File: src/hdl/owtr_pkg.sv
// ----------------------------------------------------------------------------
// owtr_pkg
// Types and constants shared by the 1-wire temperature read block
// ----------------------------------------------------------------------------
package owtr_pkg;

	localparam int TIMER_W = 20;

	typedef enum logic [3:0] {
		PH_IDLE     = 4'd0,
		PH_RST_LOW  = 4'd1,
		PH_RST_WAIT = 4'd2,
		PH_RST_REC  = 4'd3,
		PH_WR_LOW   = 4'd4,
		PH_WR_HIGH  = 4'd5,
		PH_CONV     = 4'd6,
		PH_RD_LOW   = 4'd7,
		PH_RD_HIGH  = 4'd8
	} phase_t;

	// configuration register indexes
	typedef enum logic [2:0] {
		CFG_SKIP_ROM    = 3'd0,
		CFG_CONVERT     = 3'd1,
		CFG_READ_SCRATCH = 3'd2,
		CFG_CONV_WAIT   = 3'd3,
		CFG_RESET_LOW   = 3'd4
	} cfg_idx_t;

	// position in the command/byte sequence
	localparam logic [2:0] STEP_SKIP1    = 3'd0;
	localparam logic [2:0] STEP_CONVERT  = 3'd1;
	localparam logic [2:0] STEP_SKIP2    = 3'd2;
	localparam logic [2:0] STEP_READ_CMD = 3'd3;
	localparam logic [2:0] STEP_LSB      = 3'd4;
	localparam logic [2:0] STEP_MSB      = 3'd5;

	localparam logic [TIMER_W-1:0] PRESENCE_WAIT_US = 20'd80;
	localparam logic [TIMER_W-1:0] RESET_REC_US     = 20'd400;
	localparam logic [TIMER_W-1:0] WRITE_LONG_US    = 20'd50;
	localparam logic [TIMER_W-1:0] WRITE_SHORT_US   = 20'd1;
	localparam logic [TIMER_W-1:0] READ_LOW_US      = 20'd2;
	localparam logic [TIMER_W-1:0] READ_SLOT_US     = 20'd60;

	localparam logic [7:0]  SKIP_ROM_RST     = 8'd204;
	localparam logic [7:0]  CONVERT_RST      = 8'd68;
	localparam logic [7:0]  READ_SCRATCH_RST = 8'd190;
	localparam logic [19:0] CONV_WAIT_RST    = 20'd800000;
	localparam logic [9:0]  RESET_LOW_RST    = 10'd480;

	typedef struct packed {
		logic [7:0]  skip_rom_opcode;
		logic [7:0]  convert_opcode;
		logic [7:0]  read_scratch_opcode;
		logic [19:0] conversion_wait_us;
		logic [9:0]  reset_low_us;
	} cfg_t;

	typedef struct packed {
		logic               drive_low;
		logic               busy_res;
		logic               done_res;
		logic               presence_ok;
		logic signed [15:0] temperature;
	} res_t;

endpackage

File: src/hdl/onewire_temperature_read_top.sv
// ----------------------------------------------------------------------------
// onewire_temperature_read_top
// 1-wire bus master reading a raw temperature word, one item per bus tick
// the result of an accepted item is registered; with a stalled output it waits in the skid entry first
// throughput: one item per clock while m_tready stays high
// a stalled result lets one more item into a spare entry, then s_tready stays low
// until the first cycle after m_tready returns high
// reset clears the sequencer to idle and loads the default opcodes and timings
// ----------------------------------------------------------------------------
module onewire_temperature_read_top
	import owtr_pkg::*;
(
	input  logic        clk,
	input  logic        arst_n,
	// item in
	input  logic        s_tvalid,
	output logic        s_tready,
	input  logic [7:0]  s_tdata,   // [0] line_in, [7:1] zero
	input  logic        s_tuser,   // [0] cmd
	// result out
	output logic        m_tvalid,
	input  logic        m_tready,
	output logic [23:0] m_tdata,   // [0] drive_low, [1] busy_res, [2] presence_ok,
	                               // [18:3] temperature, [23:19] zero
	output logic        m_tlast,   // done_res
	// configuration writes
	input  logic        cfg_valid,
	output logic        cfg_ready,
	input  logic [2:0]  cfg_index,
	input  logic [19:0] cfg_data
);

	cfg_t cfg;
	res_t res_in, res_out;
	logic step;

	assign cfg_ready = 1'b1;
	assign step      = s_tvalid && s_tready;

	owtr_cfg u_cfg (
		.clk      (clk),
		.arst_n   (arst_n),
		.wr_en    (cfg_valid),
		.wr_index (cfg_index),
		.wr_data  (cfg_data),
		.cfg      (cfg)
	);

	owtr_core u_core (
		.clk     (clk),
		.arst_n  (arst_n),
		.cfg     (cfg),
		.step    (step),
		.cmd     (s_tuser),
		.line_in (s_tdata[0]),
		.res     (res_in)
	);

	owtr_obuf u_obuf (
		.clk       (clk),
		.arst_n    (arst_n),
		.in_valid  (s_tvalid),
		.in_ready  (s_tready),
		.in_data   (res_in),
		.out_valid (m_tvalid),
		.out_ready (m_tready),
		.out_data  (res_out)
	);

	assign m_tdata = {5'd0, res_out.temperature, res_out.presence_ok,
		res_out.busy_res, res_out.drive_low};
	assign m_tlast = res_out.done_res;

endmodule

File: src/hdl/owtr_cfg.sv
// ----------------------------------------------------------------------------
// owtr_cfg
// Configuration register file: opcodes and timing values
// ----------------------------------------------------------------------------
module owtr_cfg
	import owtr_pkg::*;
(
	input  logic        clk,
	input  logic        arst_n,
	input  logic        wr_en,
	input  logic [2:0]  wr_index,
	input  logic [19:0] wr_data,
	output cfg_t        cfg
);

	cfg_t cfg_q;

	always_ff @(posedge clk or negedge arst_n) begin
		if (!arst_n) begin
			cfg_q.skip_rom_opcode     <= SKIP_ROM_RST;
			cfg_q.convert_opcode      <= CONVERT_RST;
			cfg_q.read_scratch_opcode <= READ_SCRATCH_RST;
			cfg_q.conversion_wait_us  <= CONV_WAIT_RST;
			cfg_q.reset_low_us        <= RESET_LOW_RST;
		end else if (wr_en) begin
			unique case (wr_index)
				CFG_SKIP_ROM:     cfg_q.skip_rom_opcode     <= wr_data[7:0];
				CFG_CONVERT:      cfg_q.convert_opcode      <= wr_data[7:0];
				CFG_READ_SCRATCH: cfg_q.read_scratch_opcode <= wr_data[7:0];
				CFG_CONV_WAIT:    cfg_q.conversion_wait_us  <= wr_data;
				CFG_RESET_LOW:    cfg_q.reset_low_us        <= wr_data[9:0];
				default: ;
			endcase
		end
	end

	assign cfg = cfg_q;

endmodule

File: src/hdl/owtr_core.sv
// ----------------------------------------------------------------------------
// owtr_core
// Bus sequencer state and per-item next-state and result logic
// ----------------------------------------------------------------------------
module owtr_core
	import owtr_pkg::*;
(
	input  logic clk,
	input  logic arst_n,
	input  cfg_t cfg,
	input  logic step,
	input  logic cmd,
	input  logic line_in,
	output res_t res
);

	phase_t              phase_q, phase_d;
	logic [TIMER_W-1:0]  timer_q, timer_d, tmr;
	logic [2:0]          bit_q, bit_d, bit_nx;
	logic [7:0]          shift_q, shift_d;
	logic [2:0]          bstep_q, bstep_d;
	logic signed [15:0]  temp_q, temp_d;
	logic                pres_q, pres_d;
	logic                done;

	function automatic logic [TIMER_W-1:0] at_least_one(input logic [TIMER_W-1:0] t);
		return (t == '0) ? {{(TIMER_W-1){1'b0}}, 1'b1} : t;
	endfunction

	assign bit_nx = bit_q + 3'd1;

	// next state
	always_comb begin
		phase_d = phase_q;
		timer_d = timer_q;
		bit_d   = bit_q;
		shift_d = shift_q;
		bstep_d = bstep_q;
		temp_d  = temp_q;
		pres_d  = pres_q;
		done    = 1'b0;
		tmr     = at_least_one(timer_q) - {{(TIMER_W-1){1'b0}}, 1'b1};

		if (phase_q == PH_IDLE) begin
			if (cmd) begin
				pres_d  = 1'b1;
				bstep_d = STEP_SKIP1;
				bit_d   = '0;
				shift_d = '0;
				phase_d = PH_RST_LOW;
				timer_d = at_least_one({10'd0, cfg.reset_low_us});
			end
		end else if (phase_q > PH_RD_HIGH) begin
			phase_d = PH_IDLE;
			timer_d = '0;
		end else if (!cmd) begin
			// read bit sampled in the first released microsecond
			if (phase_q == PH_RD_HIGH && timer_q == READ_SLOT_US) begin
				shift_d = {line_in, shift_q[7:1]};
			end
			timer_d = tmr;
			if (tmr == '0) begin
				unique case (phase_q)
					PH_RST_LOW: begin
						phase_d = PH_RST_WAIT;
						timer_d = PRESENCE_WAIT_US;
					end
					PH_RST_WAIT: begin
						if (line_in) pres_d = 1'b0;
						phase_d = PH_RST_REC;
						timer_d = RESET_REC_US;
					end
					PH_RST_REC: begin
						shift_d = cfg.skip_rom_opcode;
						bit_d   = '0;
						phase_d = PH_WR_LOW;
						timer_d = cfg.skip_rom_opcode[0] ? WRITE_SHORT_US : WRITE_LONG_US;
					end
					PH_WR_LOW: begin
						phase_d = PH_WR_HIGH;
						timer_d = shift_q[0] ? WRITE_LONG_US : WRITE_SHORT_US;
					end
					PH_WR_HIGH: begin
						bit_d = bit_nx;
						if (bit_nx != '0) begin
							shift_d = {1'b0, shift_q[7:1]};
							phase_d = PH_WR_LOW;
							timer_d = shift_q[1] ? WRITE_SHORT_US : WRITE_LONG_US;
						end else begin
							case (bstep_q)
								STEP_SKIP1: begin
									bstep_d = STEP_CONVERT;
									shift_d = cfg.convert_opcode;
									phase_d = PH_WR_LOW;
									timer_d = cfg.convert_opcode[0] ? WRITE_SHORT_US
										: WRITE_LONG_US;
								end
								STEP_CONVERT: begin
									shift_d = {1'b0, shift_q[7:1]};
									phase_d = PH_CONV;
									timer_d = at_least_one(cfg.conversion_wait_us);
								end
								STEP_SKIP2: begin
									bstep_d = STEP_READ_CMD;
									shift_d = cfg.read_scratch_opcode;
									phase_d = PH_WR_LOW;
									timer_d = cfg.read_scratch_opcode[0] ? WRITE_SHORT_US
										: WRITE_LONG_US;
								end
								default: begin
									bstep_d = STEP_LSB;
									shift_d = '0;
									phase_d = PH_RD_LOW;
									timer_d = READ_LOW_US;
								end
							endcase
						end
					end
					PH_CONV: begin
						bstep_d = STEP_SKIP2;
						phase_d = PH_RST_LOW;
						timer_d = at_least_one({10'd0, cfg.reset_low_us});
					end
					PH_RD_LOW: begin
						phase_d = PH_RD_HIGH;
						timer_d = READ_SLOT_US;
					end
					PH_RD_HIGH: begin
						bit_d = bit_nx;
						if (bit_nx != '0) begin
							phase_d = PH_RD_LOW;
							timer_d = READ_LOW_US;
						end else if (bstep_q == STEP_LSB) begin
							temp_d[7:0] = shift_d;
							bstep_d     = STEP_MSB;
							shift_d     = '0;
							phase_d     = PH_RD_LOW;
							timer_d     = READ_LOW_US;
						end else begin
							temp_d[15:8] = shift_d;
							bstep_d      = STEP_SKIP1;
							phase_d      = PH_IDLE;
							timer_d      = '0;
							done         = 1'b1;
						end
					end
					default: begin
						phase_d = PH_IDLE;
						timer_d = '0;
					end
				endcase
			end
		end
	end

	// result of this item, taken from the state it moves to
	always_comb begin
		res.drive_low   = (phase_d == PH_RST_LOW) || (phase_d == PH_WR_LOW) ||
			(phase_d == PH_RD_LOW);
		res.busy_res    = (phase_d != PH_IDLE);
		res.done_res    = done;
		res.presence_ok = pres_d;
		res.temperature = temp_d;
	end

	always_ff @(posedge clk or negedge arst_n) begin
		if (!arst_n) begin
			phase_q <= PH_IDLE;
			timer_q <= '0;
			bit_q   <= '0;
			shift_q <= '0;
			bstep_q <= STEP_SKIP1;
			temp_q  <= '0;
			pres_q  <= 1'b0;
		end else if (step) begin
			phase_q <= phase_d;
			timer_q <= timer_d;
			bit_q   <= bit_d;
			shift_q <= shift_d;
			bstep_q <= bstep_d;
			temp_q  <= temp_d;
			pres_q  <= pres_d;
		end
	end

`ifndef SYNTH
	a_done_to_idle: assert property (@(posedge clk) disable iff (!arst_n)
		step && done |=> phase_q == PH_IDLE)
		else $error("sequence done but phase not idle");

	a_idle_timer_clear: assert property (@(posedge clk) disable iff (!arst_n)
		phase_q == PH_IDLE |-> timer_q == '0)
		else $error("slot timer running while idle");

	a_busy_timer_live: assert property (@(posedge clk) disable iff (!arst_n)
		phase_q != PH_IDLE |-> timer_q != '0)
		else $error("active phase with expired slot timer");

	a_step_range: assert property (@(posedge clk) disable iff (!arst_n)
		bstep_q <= STEP_MSB)
		else $error("byte step out of range");
`endif

endmodule

File: src/hdl/owtr_obuf.sv
// ----------------------------------------------------------------------------
// owtr_obuf
// Result register with a skid entry so input and output stall independently
// ----------------------------------------------------------------------------
module owtr_obuf
	import owtr_pkg::*;
(
	input  logic clk,
	input  logic arst_n,
	input  logic in_valid,
	output logic in_ready,
	input  res_t in_data,
	output logic out_valid,
	input  logic out_ready,
	output res_t out_data
);

	logic valid_q, skid_valid_q, push, load;
	res_t data_q, skid_q;

	assign in_ready = !skid_valid_q;
	assign push     = in_valid && in_ready;
	assign load     = !valid_q || out_ready;

	always_ff @(posedge clk or negedge arst_n) begin
		if (!arst_n) begin
			valid_q      <= 1'b0;
			skid_valid_q <= 1'b0;
		end else if (load) begin
			valid_q      <= skid_valid_q || push;
			skid_valid_q <= 1'b0;
		end else if (push) begin
			skid_valid_q <= 1'b1;
		end
	end

	always_ff @(posedge clk) begin
		if (load) begin
			data_q <= skid_valid_q ? skid_q : in_data;
		end else if (push) begin
			skid_q <= in_data;
		end
	end

	assign out_valid = valid_q;
	assign out_data  = data_q;

`ifndef SYNTH
	a_skid_behind_main: assert property (@(posedge clk) disable iff (!arst_n)
		skid_valid_q |-> valid_q)
		else $error("skid entry held with empty result register");

	a_skid_drains_first: assert property (@(posedge clk) disable iff (!arst_n)
		skid_valid_q && out_ready |=> valid_q && !skid_valid_q)
		else $error("skid entry not moved on drain");

	a_stall_fills_skid: assert property (@(posedge clk) disable iff (!arst_n)
		valid_q && !out_ready && push |=> skid_valid_q && valid_q)
		else $error("item lost on stalled output");
`endif

endmodule

File: config.mk
export PLATFORM = sky130hd
export DESIGN_NAME = onewire_temperature_read_top
export DESIGN_NICKNAME = d
export VERILOG_FILES = /design/src/hdl/owtr_pkg.sv /design/src/hdl/onewire_temperature_read_top.sv /design/src/hdl/owtr_cfg.sv /design/src/hdl/owtr_core.sv /design/src/hdl/owtr_obuf.sv
export SDC_FILE = /design/constraint.sdc
export NUM_CORES = 1
export LEC_CHECK = 0
export BUFFER_PORTS_ARGS = -buffer_cell sky130_fd_sc_hd__buf_2
export CAP_MARGIN = 0
export CORE_ASPECT_RATIO = 1.75
export CORE_UTILIZATION = 35
export DETAILED_ROUTE_END_ITERATION = 7
export PLACE_DENSITY = 0.51
export SYNTH_ARGS = -nofsm -noshare
export SYNTH_HDL_FRONTEND = slang
export SYNTH_SLANG_ARGS = --single-unit
File: constraint.sdc
create_clock -name clk -period 9.9 [get_ports clk]
set_input_delay 0 -clock clk [delete_from_list [all_inputs] [get_ports clk]]
set_output_delay 0 -clock clk [all_outputs]
set_load 0.05 [all_outputs]
After elaboration in Yosys (flattened, before gate mapping)

Cells that the tools add are included.

Register bits after elaboration: 151
Output and inout bits: 28
Input bits: 37
Logic and storage cells: 166

Mux-type cells: 79
Eq/ne operators: 26
Bitwise operators: 1
Add/subtract/negate cells: 2
$lt $le $gt $ge: 1
Reductions and logical operators: 33

Operator list:

| operator                                                                | number |
|---|---|
| 20-bit two-way mux                                                      | 10 |
| 20-bit one-hot mux with 8 select lines                                  | 1 |
| 16-bit two-way mux                                                      | 6 |
| 8-bit two-way mux                                                       | 11 |
| 20-bit zero test                                                        | 3 |
| 20-bit one-hot mux with 3 select lines                                  | 1 |
| 8-bit one-hot mux with 3 select lines                                   | 2 |
| 3-bit two-way mux                                                       | 13 |
| 4-bit one-hot mux with 8 select lines                                   | 1 |
| 6-bit two-way mux                                                       | 5 |
| 4-bit two-way mux                                                       | 7 |
| 4-bit by 3-bit equality test with 1-bit output (second input constant)  | 6 |
| 20-bit by 6-bit equality test with 1-bit output (second input constant) | 1 |
| 20-bit by 1-bit subtractor with 20-bit output (second input constant)   | 1 |
| 3-bit one-hot mux with 3 select lines                                   | 2 |
| 1-bit two-way mux                                                       | 16 |
| 4-bit by 3-bit != test with 1-bit output (second input constant)        | 3 |
| 2-bit AND reduction                                                     | 6 |
| 10-bit zero test                                                        | 1 |
| 10-bit two-way mux                                                      | 1 |
| 3-bit by 2-bit equality test with 1-bit output (second input constant)  | 3 |
| 9-bit AND reduction                                                     | 1 |
| 4-bit by 1-bit equality test with 1-bit output (second input constant)  | 2 |
| 4-bit by 2-bit equality test with 1-bit output (second input constant)  | 2 |
| other kinds (25)                                                        | 37 |

Longest topological paths before layout

Gate-level depths: netlist of the first run.

Depth after elaboration: 13
Depth in mapped cells: 17
Gate-level depth less buffers: 14

Hierarchy

Synthesis of the first run repeated with hierarchy kept, for this count alone.

Cell total of the unflattened synthesis: 741
Area, all modules: 8116.5 µm²

By module, submodules not included:

| module                       | cells each | sequential area each (µm²) | times used | area each (µm²) |
|---|---|---|---|---|
| owtr_core                    | 544        | 1376.3                     | 1          | 4450.5 |
| owtr_cfg                     | 118        | 1378.8                     | 1          | 2079.5 |
| owtr_obuf                    | 70         | 1251.2                     | 1          | 1527.7 |
| onewire_temperature_read_top | 9          | 0.0                        | 1          | 58.8 |

Worst setup path after synthesis of the first run

No wires, ideal clock.

Path type: register to register
Start point: register u_core.timer_q[6]
End point: register u_obuf.data_q, in the netlist u_obuf.out_data[10] (data pin)
Setup slack: 5296 ps
Arrival time: 4343 ps
Library setup time: 261 ps
Data required time: 9639 ps
Cell stages (with the launch flop): 17
Buffers on the path: 3
Cells stage by stage: dfrtp_1 buf_6 or4_4 nor3_1 a31oi_1 inv_1 ha_1 nor4b_1 nand2_1 a2111oi_1 nand4_1 or3_1 buf_2 or4_4 buf_6 mux2_4 mux2_4

RTL lines:

| what                   | RTL line         | source |
|---|---|---|
| from (decl)            | owtr_core.sv:18  | `logic [TIMER_W-1:0] timer_q, timer_d, tmr;` |
| from (signal assigned) | owtr_core.sv:177 | `timer_q <= timer_d;` |
| to (signal assigned)   | owtr_obuf.sv:39  | `data_q <= skid_valid_q ? skid_q : in_data;` |
| to (decl)              | owtr_obuf.sv:19  | `res_t data_q, skid_q;` |

==> results of run 1 <==
==> cells in the mapped netlist (7+ instances only) <==
library cell   n  share of area (%)
a21oi_1       45                2.7
a221oi_1       9               0.96
a22o_1         9               0.96
a31oi_1        7               0.53
buf_4          7               0.64
clkbuf_1      29                1.3
dfrtp_1       89                 27
dfstp_2       22                7.1
edfxtp_1      40                 15
inv_1         14               0.64
mux2_2        98                 13
mux2_4        16                2.9
mux2i_1       10                1.2
nand2_1       51                2.3
nand3_1       15               0.92
nand4_1        8               0.61
nor2_1        81                3.7
nor3_1        23                1.4
nor4_1        18                1.4
o21ai_0       35                2.1
==> logic make-up after synthesis <==
family | after synthesis | synth area share (%)
DFF | 151 | 48.9
other | 2 | 0.0917
muxes | 124 | 17.6
buffers and inverters | 59 | 3.36
xor gates and xnor gates | 12 | 1.37
and+or+nand+nor | 246 | 15.1
AOI/OAI and AO/OA | 157 | 12.6
adders and majority gates | 6 | 0.916
==> critical path, delay by kind of cell (launching register included) <==
| kind | cells | cell delay, ps |
|---|---|---|
| simple gates | 7 | 3220 |
| compound gates | 2 | 630 |
| fa+ha+maj | 1 | 170 |
| mux | 2 | 590 |
| flops | 1 | 520 |
| buf+inv | 1 | 150 |
==> final cells by class <==
class | count | area (um2)
clock buffer | 20 | 500
inverter | 14 | 52.6
fill | 2239 | 13300
clock inverter | 12 | 120
multi-input combinational | 551 | 3930
sequential | 151 | 4010
tap | 300 | 375
timing repair buffer | 82 | 548
==> metrics by stage <==
stage               setup WS [ps]  power (mW)  utilization [%]
floorplan                    5300        1.05                -
global placement             4430        1.14             38.0
detailed placement           4350        1.15             38.0
CTS                          4320        1.83             41.7
global route                 3970        1.90             41.7
finish                       4350        1.81             41.7
==> per-layer routing <==
layer | part of all wire [%] | track usage, % | up-vias
li1 | - | - | 2931
met1 | 36 | 19.4 | 3069
met2 | 55 | 36.7 | 179
met3 | 3.3 | 2.99 | 62
met4 | 5.5 | 11.8 | 0
met5 | 0 | 0 | -
==> state kept, by name, summed over array words and instances, names as in the netlist <==
signal               cells
u_cfg.cfg               54
u_core.timer_q          20
u_obuf.out_data         20
u_obuf.skid_q           20
u_core.temp_q           16
u_core.shift_q           8
u_core.phase_q           4
u_core.bit_q             3
u_core.bstep_q           3
u_core.pres_q            1
u_obuf.out_valid         1
u_obuf.skid_valid_q      1
==> power by group through the flow <==
| stage | clock network [mW] | registers (mW) | logic, mW |
|---|---|---|---|
| final | 0.667 | 0.847 | 0.295 |
| after global placement | 0 | 0.855 | 0.285 |
| after detailed placement | 0 | 0.858 | 0.290 |
| after CTS | 0.687 | 0.846 | 0.298 |
| after floorplan | 0 | 0.815 | 0.235 |
| after global routing | 0.707 | 0.860 | 0.328 |
==> worst paths after layout <==
| kind | from | end | slack (ps) | cells after the start |
|---|---|---|---|---|
| max | u_core.timer_q[17] | u_obuf.out_data[13] | 4350 | 13 |
| min | arst_n | u_core.timer_q[12] | 80 | 2 |
| max reg2reg | u_core.timer_q[17] | u_obuf.out_data[13] | 4350 | 13 |
| min reg2reg | u_cfg.cfg[43] | u_cfg.cfg[43] | 500 | 1 |
| max in group asynchronous | arst_n | u_core.timer_q[10] | 8470 | 3 |
| min in group clk | cfg_index[1] | u_cfg.cfg[46] | 80 | 4 |
==> what timing repair did <==
action,in CTS,in global routing
gates resized for setup,0,0
hold buffers,23,0
setup endpoints to repair,0,0
hold endpoints to repair,95,0
==> metrics.yaml, run 1 <==
synthesis:
  async_reset_ff_share_pct: 73.5
  synth_cell_types: 72
  ys.flop_type: "dfrtp_1"
  yosysSeqAreaShare_pct: 48.9
  synth-seq-cells: 151
  synth.cell_area_um2: 8190
  synthCells: 757
  ys_warn_count: 0
  syn_area_per_cell_um2: 10.8
  synth_edf_count: 40
timing:
  fin_setup_tns_ps: 0
  max_slew_margin_pct: 24.3
  slew_violations: 0
  fin_crit_sh_pct: 56.1
  setup_violations: 0
  hold_slack_ps: 78.4
  fmax_mhz: 180
  period_minus_slack_ps: 5550
  fin_worst_skew_ps: 7.53
  tightest_slew_ps: 1130
  hold_viol_final: 0
  grt_setup_unrepaired: "false"
pwr:
  p_per_area_nw_per_um2: 190
  power_frac_seq_pct: 46.8
  swShare_pct: 31.3
  power.switching_mw: 0.566
  ir_drop_uv: 131
  p_comb_share_pct: 16.3
  power_leakage_nw: 3.80
  p_clk_share_pct: 36.9
  p_int_mw: 1.24
cells_and_area:
  syn_to_final_growth_pct: 16.3
  drive_gt1_share_pct: 29.2
  finish.instance_area_um2: 9530
  nNetsFinal: 860
  antenna_cells: 0
  layoutNonFillerInstCount: 1130
  final_common_cell: "mux2_2"
  final_cell_mix: "mux2_2 (98), dfrtp_1 (89), nor2_1 (81)"
global_route:
  grt_pass1_wl_mm: 35.4
  antenna_found_initial: 0
  track_usage_pct: 19.3
  grt_pass1_vias: 6425
  gr-total-overflow: 0
  grt_max_degree: 74
drt:
  totalWireLength_mm: 21.9
  drt_iter0_drc: 296
  ant_nets: 0
  dr.pass1.iters: 7
  routedWlPerCell_um: 19.4
  viasPerCell: 5.52
  via_count: 6241
  drc: 0
worst_hold_path:
  min_path_type: "in -> async"
setup_path:
  path_max_fanout: 17
  cp.arrival_ps: 5740
  path_class: "reg -> reg"
  slowest_delay_ps: 710
  path_cells: "or4_4 > nor3_1 > a31oi_1 > inv_1 > ha_1 > nor4b_1 > nand2_1 > a2111oi_1 > nand4_1 > or3_1 > or4_4 > mux2_4 > mux2_4"
  cp-start-kind: "flop"
  slowest_stage: "or4_4"
  crit_path_end_kind: "flop"
  critPathRequiredTime_ps: 10090
placed_design:
  gp_congestion: 0.930
  dp_hpwl_mm: 16.6
  io_buffers: 51
  placed_cell_area_um2: 8680
  dp.cells: 1075
job:
  cap_violations: 0
cts:
  clk_pin_slew_ps: 70
  cts_tree: "yes"
  cts_buffer_depth: 2
  postCtsSetupBuffers: 0
  cts_root_buffer: "clkbuf_16"
  clock_sinks: 151
  cts_made_buffers: 17
  cts_max_level: 4
  insertion_delay_ps: 440
floorplan:
  die-area_um2: 24000
  design.core.area_um2: 22800
  initial_utilization_pct: 35.9
  die_h_um: 204
  ioPinCount: 65
  fp.dieW_um: 118
  rows: 73
status:
  status: "finished, final reports clean"
No activity file was read; power rests on OpenSTA's default activity.
==> run 2: changes to the inputs <==
==> constraint.sdc (replaced) <==
create_clock -name clk -period 5.8 [get_ports clk]
set_input_delay 0 -clock clk [delete_from_list [all_inputs] [get_ports clk]]
set_output_delay 0 -clock clk [all_outputs]
set_load 0.05 [all_outputs]
==> metrics.yaml, run 2 (same netlist as run 1, synthesis figures left out) <==
timing:
  fin_worst_skew_ps: 8.32  # +0.786 ps
  max_slew_margin_pct: 34.2  # +9.9 points
  grt_setup_unrepaired: "false"
  fin_setup_tns_ps: 0  # unchanged
  setup_violations: 0  # unchanged
  hold_viol_final: 0  # unchanged
  fin_crit_sh_pct: 85.9  # +30 points
  fmax_mhz: 201  # +11%
  period_minus_slack_ps: 4980  # -572 ps
  tightest_slew_ps: 984  # -142 ps
  slew_violations: 0  # unchanged
  hold_slack_ps: 18.9  # -59.5 ps
cts:
  cts_tree: "yes"
  insertion_delay_ps: 440  # about the same
  clk_pin_slew_ps: 60  # about the same
  cts_max_level: 4  # unchanged
  cts_made_buffers: 17  # unchanged
  cts_root_buffer: "clkbuf_16"
  clock_sinks: 151  # unchanged
  cts_buffer_depth: 2  # unchanged
cells_and_area:
  antenna_cells: 0  # unchanged
  fill_cells: 2271  # +1.4%
  drive_gt1_share_pct: 29.7  # +0.51 points
  final_common_cell: "mux2_2"
  layoutNonFillerInstCount: 1136  # +0.53%
  largest_reg_flops: 54  # unchanged
  final_util_pct: 41.5  # -0.20 points
  final_cell_mix: "mux2_2 (98), dfrtp_1 (89), nor2_1 (81)"
  nNetsFinal: 866  # +0.70%
  syn_to_final_growth_pct: 15.7
placed_design:
  io_buffers: 51  # unchanged
  dp_hpwl_mm: 17.2  # +3.6%
  gp_congestion: 0.915  # -1.5%
  dp.cells: 1082  # +0.65%
floorplan:
  fp.dieW_um: 118  # unchanged
  design.core.area_um2: 22800  # unchanged
  rows: 73  # unchanged
  die_h_um: 204  # unchanged
  initial_utilization_pct: 35.9  # unchanged
  die-area_um2: 24000  # unchanged
  ioPinCount: 65  # unchanged
global_route:
  grt_max_degree: 75  # +1.4%
  track_usage_pct: 19.8  # +0.57 points
  grt_pass1_wl_mm: 36.3  # +2.7%
  gr-total-overflow: 0  # unchanged
  antenna_found_initial: 0  # unchanged
  grt_pass1_vias: 6465  # +0.62%
drt:
  wl_met3_um: 585  # -18%
  drt_iter0_drc: 389  # +31%
  drc: 0  # unchanged
  wl_met1_mm: 8.38  # +5.7%
  routedWlPerCell_um: 20.0  # +3.4%
  viasPerCell: 5.43  # -1.7%
  totalWireLength_mm: 22.7  # +3.9%
  dr_wl_met2_mm: 12.7  # +5.6%
  top_layer: "met4"
  dr.pass1.iters: 4  # -3
  via_count: 6167  # -1.2%
  ant_nets: 0  # unchanged
pwr:
  ir_drop_uv: 230  # +75%
  power_leakage_nw: 3.79  # -0.39%
  p_per_area_nw_per_um2: 314  # +65%
setup_path:
  cp.arrival_ps: 5170  # -570 ps
  cp-start-kind: "flop"
  path_class: "reg -> reg"
  crit_path_end_kind: "flop"
  path_max_fanout: 10  # -7
  critPathRequiredTime_ps: 5990  # -4100 ps
status:
  status: "finished, final reports clean"
worst_hold_path:
  min_path_type: "in -> reg"
job:
  cap_violations: 0  # unchanged
[run 2: layout make-up]
cell class	count	area [um2]	area share, %
inverters	14	52.6	0.554
multi-input cells	551	3930	41.4
well taps	300	375	3.96
clock inverters	13	97.6	1.03
repair buffers	88	591	6.23
clock buffers	19	434	4.58
flip-flops and latches	151	4010	42.2
[run 2: final timing paths]
check / start / slack (ps) / cells after the start / to
max: u_core.timer_q[12] / 820 / 14 / u_obuf.out_data[11]
min: s_tuser / 20 / 3 / u_core.pres_q
max reg2reg: u_core.timer_q[12] / 820 / 14 / u_obuf.out_data[11]
min reg2reg: u_cfg.cfg[41] / 510 / 1 / u_cfg.cfg[41]
max in group asynchronous: arst_n / 4390 / 3 / u_cfg.cfg[39]
min in group asynchronous: arst_n / 60 / 2 / u_core.timer_q[17]
[run 2: power breakdown]
part	switching, mW	internal [mW]	total [mW]
combinational	0.297	0.225	0.522
clock	0.466	0.551	1.02
sequential	0.182	1.26	1.44
[run 2: worst max-delay path, stage by stage, from the launching register on]
cell and delay (ps):
dfrtp_1 570, nor4_4 90, nand3_1 190, nor3_1 70
buf_4 160, a31oi_1 200, ha_1 270, nor3b_1 820
nand4_1 260, xor2_1 270, nand4_1 200, or3_1 390
or4_4 620, mux2_4 350, mux2_4 250
[run 2: layer usage]
metal	GRT usage (%)	vias up
li1	-	2929
met1	20.3	3042
met2	38.0	142
met3	2.99	54
met4	11.1	0
met5	0	-
[run 2: repair_timing]
action | in CTS | in global routing
resized for setup | 0 | 0
hold buffers | 22 | 0
endpoints found under the hold margin | 93 | 0
setup buffers | 0 | 0
[run 2: per-stage QoR]
| step | instance area, um2 | setup WS (ps) | power, mW |
|---|---|---|---|
| 2_1_floorplan | 8210 | 1200 | 1.79 |
| 3_3_place_gp | 8730 | 868 | 1.95 |
| 3_5_place_dp | 8730 | 848 | 1.97 |
| 4_1_cts | 9480 | 844 | 3.01 |
| 5_1_grt | 9480 | 476 | 3.12 |
| 6_report | 9480 | 818 | 2.98 |
